`src/sequence_reorder_buffer_macros.svh`:
```
// assertion macros shared by the reorder buffer rtl
`ifndef SEQUENCE_REORDER_BUFFER_MACROS_SVH
`define SEQUENCE_REORDER_BUFFER_MACROS_SVH

// condition must hold whenever out of reset
`define SRB_ASSERT_ALWAYS(label, clk, rst_n, cond, msg) \
  label: assert property (@(posedge clk) disable iff (!rst_n) (cond)) else $error(msg);

// consequent must hold in the same cycle as the antecedent
`define SRB_ASSERT_IMP(label, clk, rst_n, ante, cons, msg) \
  label: assert property (@(posedge clk) disable iff (!rst_n) (ante) |-> (cons)) else $error(msg);

// consequent must hold in the cycle after the antecedent
`define SRB_ASSERT_NEXT(label, clk, rst_n, ante, cons, msg) \
  label: assert property (@(posedge clk) disable iff (!rst_n) (ante) |=> (cons)) else $error(msg);

`endif

```
`src/srb_pkg.sv`:
```
`timescale 1ns / 1ps

package srb_pkg;

  // field widths
  localparam int SEQ_W = 32;
  localparam int LEN_W = 10;
  localparam int HDL_W = 16;

  // stash geometry and length limit
  localparam int STASH_DEPTH_DEF  = 16;
  localparam int MAX_PACKET_BYTES = 512;
  localparam int MAX_BYTES_W      = 13;

  // expected sequence number after reset
  localparam logic [SEQ_W-1:0] EXP_RESET = SEQ_W'(1);

  // data handed from cell to cell along the search chain
  typedef struct packed {
    logic             found;
    logic [SEQ_W-1:0] seq;
    logic [LEN_W-1:0] len;
    logic [HDL_W-1:0] handle;
  } srb_chain_t;

  // clamp a length to the packet size limit, kept to the field width
  function automatic logic [LEN_W-1:0] sat_len(input logic [LEN_W-1:0] len);
    logic [MAX_BYTES_W-1:0] wide;
    logic [MAX_BYTES_W-1:0] lim;
    wide = MAX_BYTES_W'(len);
    lim  = MAX_BYTES_W'(MAX_PACKET_BYTES);
    if (wide > lim) begin
      return lim[LEN_W-1:0];
    end
    return len;
  endfunction

endpackage

```
`src/srb_cell.sv`:
```
`timescale 1ns / 1ps

module srb_cell (
  input  logic                        clk,
  input  logic                        rst_n,
  input  logic [srb_pkg::SEQ_W-1:0]   exp_seq,
  input  logic                        wr_en,
  input  logic [srb_pkg::SEQ_W-1:0]   wr_seq,
  input  logic [srb_pkg::LEN_W-1:0]   wr_len,
  input  logic [srb_pkg::HDL_W-1:0]   wr_handle,
  input  logic                        take,
  input  srb_pkg::srb_chain_t         chain_in,
  output srb_pkg::srb_chain_t         chain_out,
  output logic                        grant
);

  logic [srb_pkg::SEQ_W-1:0] seq_r;
  logic [srb_pkg::LEN_W-1:0] len_r;
  logic [srb_pkg::HDL_W-1:0] handle_r;
  logic                      hit_r;

  // sequence slot, zero means empty
  always_ff @(posedge clk) begin
    if (!rst_n) begin
      seq_r <= '0;
    end else if (wr_en) begin
      seq_r <= wr_seq;
    end else if (take && grant) begin
      seq_r <= '0;
    end
  end

  // length and handle, only read once written
  always_ff @(posedge clk) begin
    if (wr_en) begin
      len_r    <= wr_len;
      handle_r <= wr_handle;
    end
  end

  // registered match against the expected number
  always_ff @(posedge clk) begin
    if (!rst_n) begin
      hit_r <= 1'b0;
    end else begin
      hit_r <= (seq_r != '0) && (seq_r == exp_seq);
    end
  end

  // lowest matching cell wins, later cells pass its data on
  assign grant = hit_r && !chain_in.found;

  always_comb begin
    chain_out       = chain_in;
    chain_out.found = chain_in.found || hit_r;
    if (grant) begin
      chain_out.seq    = seq_r;
      chain_out.len    = len_r;
      chain_out.handle = handle_r;
    end
  end

endmodule

```
`src/sequence_reorder_buffer.sv`:
```
`timescale 1ns / 1ps
// channel   direction  handshake            payload
// in_       input      in_valid / in_stall  seq_number, pkt_length, payload_handle
// out_      output     out_valid / out_stall seq, length, handle, from_stash, last
//
// an item that is dropped or stashed is taken while the sequencer stays idle
// an in-order item passes through S_CMP and S_SEL, and again for each stashed item it releases
// (S_CMP refreshes the per-cell match flags, S_SEL picks the lowest match)
// reset clears the stash sequence slots at once; no clearing pass
// a stalled output holds the drain until the output register frees up;
// a new item is taken while the last result still waits in that register

`include "sequence_reorder_buffer_macros.svh"

module sequence_reorder_buffer #(
  parameter int STASH_DEPTH = srb_pkg::STASH_DEPTH_DEF
) (
  input  logic                      clk,
  input  logic                      rst_n,
  input  logic                      in_valid,
  output logic                      in_stall,
  input  logic [srb_pkg::SEQ_W-1:0] in_seq_number,
  input  logic [srb_pkg::LEN_W-1:0] in_pkt_length,
  input  logic [srb_pkg::HDL_W-1:0] in_payload_handle,
  output logic                      out_valid,
  input  logic                      out_stall,
  output logic [srb_pkg::SEQ_W-1:0] out_seq,
  output logic [srb_pkg::LEN_W-1:0] out_length,
  output logic [srb_pkg::HDL_W-1:0] out_handle,
  output logic                      out_from_stash,
  output logic                      out_last
);

  localparam int IDX_W = $clog2(STASH_DEPTH);

  typedef enum logic [2:0] {
    S_IDLE = 3'b001,
    S_CMP  = 3'b010,
    S_SEL  = 3'b100
  } state_t;

  state_t                    state_r, state_nxt;
  logic [srb_pkg::SEQ_W-1:0] exp_r, exp_nxt;
  logic [IDX_W-1:0]          ws_r, ws_nxt;

  logic [srb_pkg::SEQ_W-1:0] pend_seq_r, pend_seq_nxt;
  logic [srb_pkg::LEN_W-1:0] pend_len_r, pend_len_nxt;
  logic [srb_pkg::HDL_W-1:0] pend_handle_r, pend_handle_nxt;
  logic                      pend_fs_r, pend_fs_nxt;

  logic                      out_valid_r;
  logic [srb_pkg::SEQ_W-1:0] out_seq_r;
  logic [srb_pkg::LEN_W-1:0] out_len_r;
  logic [srb_pkg::HDL_W-1:0] out_handle_r;
  logic                      out_fs_r;
  logic                      out_last_r;

  logic                      accept, is_eq, is_gt, stash_wr;
  logic                      out_take, out_free, emit, found, take;
  logic [srb_pkg::LEN_W-1:0] len_sat;
  logic [STASH_DEPTH-1:0]    grant_vec;
  srb_pkg::srb_chain_t       chain [STASH_DEPTH+1];

  // input decode
  assign in_stall = (state_r != S_IDLE);
  assign accept   = in_valid && !in_stall;
  assign is_eq    = (in_seq_number == exp_r);
  assign is_gt    = (in_seq_number > exp_r);
  assign stash_wr = accept && is_gt;
  assign len_sat  = srb_pkg::sat_len(in_pkt_length);

  // output side
  assign out_take = out_valid_r && !out_stall;
  assign out_free = !out_valid_r || out_take;
  assign emit     = (state_r == S_SEL) && out_free;
  assign found    = chain[STASH_DEPTH].found;
  assign take     = emit && found;

  // stash cells in a chain, lowest index searched first
  assign chain[0] = '0;

  for (genvar i = 0; i < STASH_DEPTH; i++) begin : g_cell
    srb_cell u_cell (
      .clk       (clk),
      .rst_n     (rst_n),
      .exp_seq   (exp_r),
      .wr_en     (stash_wr && (ws_r == IDX_W'(i))),
      .wr_seq    (in_seq_number),
      .wr_len    (len_sat),
      .wr_handle (in_payload_handle),
      .take      (take),
      .chain_in  (chain[i]),
      .chain_out (chain[i+1]),
      .grant     (grant_vec[i])
    );
  end

  // sequencer
  always_comb begin
    state_nxt       = state_r;
    exp_nxt         = exp_r;
    ws_nxt          = ws_r;
    pend_seq_nxt    = pend_seq_r;
    pend_len_nxt    = pend_len_r;
    pend_handle_nxt = pend_handle_r;
    pend_fs_nxt     = pend_fs_r;
    unique case (state_r)
      S_IDLE: begin
        if (accept && is_eq) begin
          pend_seq_nxt    = in_seq_number;
          pend_len_nxt    = len_sat;
          pend_handle_nxt = in_payload_handle;
          pend_fs_nxt     = 1'b0;
          exp_nxt         = exp_r + srb_pkg::SEQ_W'(1);
          state_nxt       = S_CMP;
        end else if (stash_wr) begin
          ws_nxt = (ws_r == IDX_W'(STASH_DEPTH - 1)) ? '0 : ws_r + IDX_W'(1);
        end
      end
      S_CMP: begin
        state_nxt = S_SEL;
      end
      S_SEL: begin
        if (emit) begin
          if (found) begin
            pend_seq_nxt    = chain[STASH_DEPTH].seq;
            pend_len_nxt    = chain[STASH_DEPTH].len;
            pend_handle_nxt = chain[STASH_DEPTH].handle;
            pend_fs_nxt     = 1'b1;
            exp_nxt         = exp_r + srb_pkg::SEQ_W'(1);
            state_nxt       = S_CMP;
          end else begin
            state_nxt = S_IDLE;
          end
        end
      end
      default: begin
        state_nxt = S_IDLE;
      end
    endcase
  end

  // control registers
  always_ff @(posedge clk) begin
    if (!rst_n) begin
      state_r     <= S_IDLE;
      exp_r       <= srb_pkg::EXP_RESET;
      ws_r        <= '0;
      out_valid_r <= 1'b0;
    end else begin
      state_r <= state_nxt;
      exp_r   <= exp_nxt;
      ws_r    <= ws_nxt;
      if (emit) begin
        out_valid_r <= 1'b1;
      end else if (out_take) begin
        out_valid_r <= 1'b0;
      end
    end
  end

  // pending delivery and output payload
  always_ff @(posedge clk) begin
    pend_seq_r    <= pend_seq_nxt;
    pend_len_r    <= pend_len_nxt;
    pend_handle_r <= pend_handle_nxt;
    pend_fs_r     <= pend_fs_nxt;
    if (emit) begin
      out_seq_r    <= pend_seq_r;
      out_len_r    <= pend_len_r;
      out_handle_r <= pend_handle_r;
      out_fs_r     <= pend_fs_r;
      out_last_r   <= !found;
    end
  end

  assign out_valid      = out_valid_r;
  assign out_seq        = out_seq_r;
  assign out_length     = out_len_r;
  assign out_handle     = out_handle_r;
  assign out_from_stash = out_fs_r;
  assign out_last       = out_last_r;

  // checks
  `SRB_ASSERT_ALWAYS(a_grant_onehot0, clk, rst_n, $onehot0(grant_vec), "two cells granted")
  `SRB_ASSERT_IMP(a_idle_no_match, clk, rst_n, state_r == S_IDLE, !found, "stash match left undrained")
  `SRB_ASSERT_NEXT(a_drain_step, clk, rst_n, take, exp_r == $past(exp_r) + srb_pkg::SEQ_W'(1), "expected number not advanced on drain")
  `SRB_ASSERT_NEXT(a_last_ends, clk, rst_n, emit && !found, state_r == S_IDLE && out_last, "final item did not end the drain")

endmodule
```
`config.mk`:
```
export PLATFORM = sky130hd
export DESIGN_NAME = sequence_reorder_buffer
export DESIGN_NICKNAME = d
export VERILOG_FILES = /design/src/srb_pkg.sv /design/src/srb_cell.sv /design/src/sequence_reorder_buffer.sv
export VERILOG_INCLUDE_DIRS = /design/src /design/src/src
export SDC_FILE = /design/constraint.sdc
export NUM_CORES = 2
export LEC_CHECK = 0
export BUFFER_PORTS_ARGS = -buffer_cell sky130_fd_sc_hd__buf_2
export CORE_UTILIZATION = 45
export CTS_CLUSTER_DIAMETER = 150
export DETAILED_ROUTE_END_ITERATION = 8
export GPL_ROUTABILITY_DRIVEN = 0
export PLACE_DENSITY = 0.63
export SYNTH_ARGS = -nofsm -noshare
export SYNTH_HDL_FRONTEND = slang
export SYNTH_SLANG_ARGS = --single-unit
```
`constraint.sdc`:
```
create_clock -name clk -period 4.9 [get_ports clk]
set_clock_uncertainty 0.05 [all_clocks]
set_input_delay 0.98 -clock clk [delete_from_list [all_inputs] [get_ports clk]]
set_output_delay 0.98 -clock clk [all_outputs]
set_load 0.01 [all_outputs]
```
==> impl_metrics.json <==
{
  "fin_setup_tns_ps": 0,
  "cp_num_buf_inv": 2,
  "vias_per_cell": 6.45,
  "chipHeight_um": 346,
  "grt_pass1_vias": 40000,
  "violations": "slew limit",
  "synth_edf_count": 535,
  "drt_iter0_drc": 6061,
  "ioPinCount": 124,
  "p_clk_share_pct": 47.9,
  "syn_area_per_cell_um2": 10.8,
  "fmaxAchievable_mhz": 216,
  "drv_slew": 1,
  "swShare_pct": 22.8,
  "synth_seq_area_share_pct": 51.6,
  "dp_slack_ps": 614,
  "critPathCaptureType": "flip-flop",
  "stdcell_count": 6613,
  "cp_max_fo": 66,
  "core_um2": 117000,
  "syn-cell-area_um2": 53200,
  "final_hold_viol_count": 0,
  "drt_wl_total_mm": 206,
  "worst_slack_ps": 272,
  "cp_cell_sequence": "buf_4 -> nor4b_2 -> a221oi_1 -> o311ai_0 -> o2111ai_1 -> a22oi_1 -> buf_4",
  "synth_ff_type": "dfxtp_1",
  "ant_nets": 0,
  "cp_common_cell": "buf_4",
  "die_area_um2": 120000,
  "grt_max_degree": 75,
  "io_buffers": 123,
  "synth_nets": 5043,
  "cts-root-buf": "clkbuf_16",
  "syn_inst": 4944,
  "synth_seq_cells": 1103,
  "final_cell_mix": "nand2_1 (813), dfxtp_1 (562), edfxtp_1 (535)",
  "path_class": "reg2reg",
  "period_share_pct": 94.4,
  "antenna_found_initial": 11,
  "cp_slowest_cell": "a221oi_1",
  "layout_commonest_cell": "nand2_1",
  "final_layout_size_suffix_gt1_share_pct": 11.3,
  "grt_pass1_wl_mm": 291,
  "synth.distinct_cells": 79,
  "postCtsResizedCells": 0,
  "tritoncts": "done",
  "arrival_ps": 5080,
  "required_ps": 5360,
  "drt_pass1_iterations": 8,
  "finalCriticalPeriod_ps": 4630,
  "worst_skew_pair.late_latency_ps": 760,
  "seqPwrFrac_pct": 48.2,
  "h-tree-depth": 3,
  "clkSlewWorstSetupHoldPaths_ps": 60,
  "hp-class": "reg2reg",
  "dp_cells": 6395,
  "cts_made_buffers": 115,
  "area_growth_pct": 11.9,
  "grt-ovfl-total": 0,
  "drcViolationCount": 0,
  "fin_total_pwr_mw": 20.3,
  "row_count": 125,
  "rsz0062_at_grt": "false",
  "combPwrFrac_pct": 4.0,
  "die_w_um": 346,
  "wl_per_cell_um": 31.1,
  "postLayoutCoreUtil_pct": 51.0,
  "cts.path.max_buffers": 3,
  "postCtsSetupBuffers": 0,
  "power.density_nw_per_um2": 341,
  "slew-limit-headroom_pct": -9.29,
  "switching_power_mw": 4.62,
  "final_nets": 5087,
  "async_flop_share_pct": 0,
  "place_hpwl_mm": 133,
  "vias": 42600,
  "critPathTopFamily": "compound AO/OA/AOI/OAI gates",
  "start_util_pct": 45.6,
  "cap_violations": 0,
  "slowest_delay_ps": 1370,
  "irDropWorstVdd_uv": 322,
  "p_leak_nw": 26.5,
  "clock-sinks": 1103,
  "tightest_slew_ps": 1640,
  "gr-usage-all-layers_pct": 33.5,
  "cp-start-kind": "flip-flop",
  "internal_power_mw": 15.7,
  "cts_hold_buf": 0,
  "status": "finished, violations left",
  "setup_violations": 0,
  "yosysWarningCount": 0
}
## flip-flops by register name, summed over array words and instances, names as in the netlist, 16 cells and up
register / cells
exp_r: 32
g_cell.u_cell.seq_r: 512
pend_handle_r: 16
g_cell.u_cell.len_r: 160
g_cell.u_cell.handle_r: 256
out_handle: 16
out_seq: 32
pend_seq_r: 32
g_cell.u_cell.hit_r: 16
## stage by stage
stage / hold slack, ps / cell area [µm²]
after floorplan: 350 / 53200
after global placement: 352 / 55300
after detailed placement: 355 / 55300
after CTS: 349 / 59500
after global routing: 364 / 59500
final: 360 / 59500
## cells in the mapped netlist, drive strengths merged (5+ instances only)
library cell | n | share of area [%]
o21ai | 70 | 0.67
a31oi | 59 | 0.69
nor3 | 49 | 0.48
a2111oi | 26 | 0.45
a211oi | 18 | 0.25
dfxtp | 568 | 21
clkbuf | 224 | 1.6
a22oi | 76 | 1.1
nor2b | 28 | 0.33
nand4 | 62 | 0.73
o31ai | 7 | 0.12
a221o | 6 | 0.11
o22ai | 19 | 0.22
o221ai | 30 | 0.49
a22o | 48 | 0.79
edfxtp | 535 | 30
o21a | 9 | 0.13
and4 | 5 | 0.082
o2111ai | 22 | 0.49
buf | 157 | 2.3
xor2 | 496 | 8.2
a21oi | 155 | 1.5
nand2b | 33 | 0.39
mux2i | 529 | 10
a211o | 20 | 0.33
xnor2 | 31 | 0.51
nand3 | 75 | 0.72
a221oi | 70 | 1.2
and3 | 12 | 0.14
or3 | 44 | 0.52
nand3b | 74 | 1.1
o22a | 30 | 0.49
nor4 | 246 | 3.0
ha | 37 | 0.87
o211ai | 50 | 1.0
inv | 63 | 0.44
nand2 | 822 | 5.8
nor2 | 99 | 0.70
## metal layers
layer	part of all wire, %	GRT usage, %	routed length (µm)	vias up
met2	41	48.2	85300	2928
met5	0.034	0.320	70	-
li1	-	-	-	18100
met3	13	11.4	27600	769
met4	7.0	19.3	14400	10
met1	38	43.5	78600	20800
## power groups by stage
stage | Clock, mW | Combinational (mW) | Sequential (mW)
after floorplan | 0 | 0.391 | 9.95
after global placement | 0 | 0.755 | 9.97
after detailed placement | 0 | 0.760 | 9.97
after CTS | 9.77 | 0.763 | 9.77
after global routing | 10.1 | 0.817 | 9.78
final | 9.71 | 0.802 | 9.78
## cell type report
| class | instances | area [µm²] |
|---|---|---|
| diodes | 6 | 15.0 |
| multi-input cells | 3396 | 23600 |
| flip-flops and latches | 1103 | 27500 |
| fillers | 10300 | 57200 |
| inverters | 64 | 240 |
| repair buffers | 308 | 2090 |
| clock inverters | 65 | 1010 |
| clock buffers | 147 | 3200 |
| well taps | 1524 | 1910 |
## worst paths after layout
kind / start / end / slack, ps / cells after the start
hold / removal: pend_len_r[8] / out_length[8] / 360 / 0
setup / recovery: g_cell[0].u_cell.hit_r / pend_seq_r[16] / 270 / 7
hold reg to reg: pend_len_r[8] / out_length[8] / 360 / 0
setup reg to reg: g_cell[0].u_cell.hit_r / pend_seq_r[16] / 270 / 7
## logic make-up (layout without fill, tap and decap cells)
kind of cell | Yosys count | after routing | share of synthesized area, %
flops | 1103 | 1103 | 51.6
simple gates | 1565 | 1565 | 14.2
xor+xnor | 527 | 527 | 8.68
compound gates | 738 | 738 | 10.4
other cells | 0 | 6 | 0
fa+ha+maj | 37 | 37 | 0.871
mux | 529 | 529 | 9.96
buf+inv | 445 | 584 | 4.37
No activity file was read; power rests on OpenSTA's default activity.
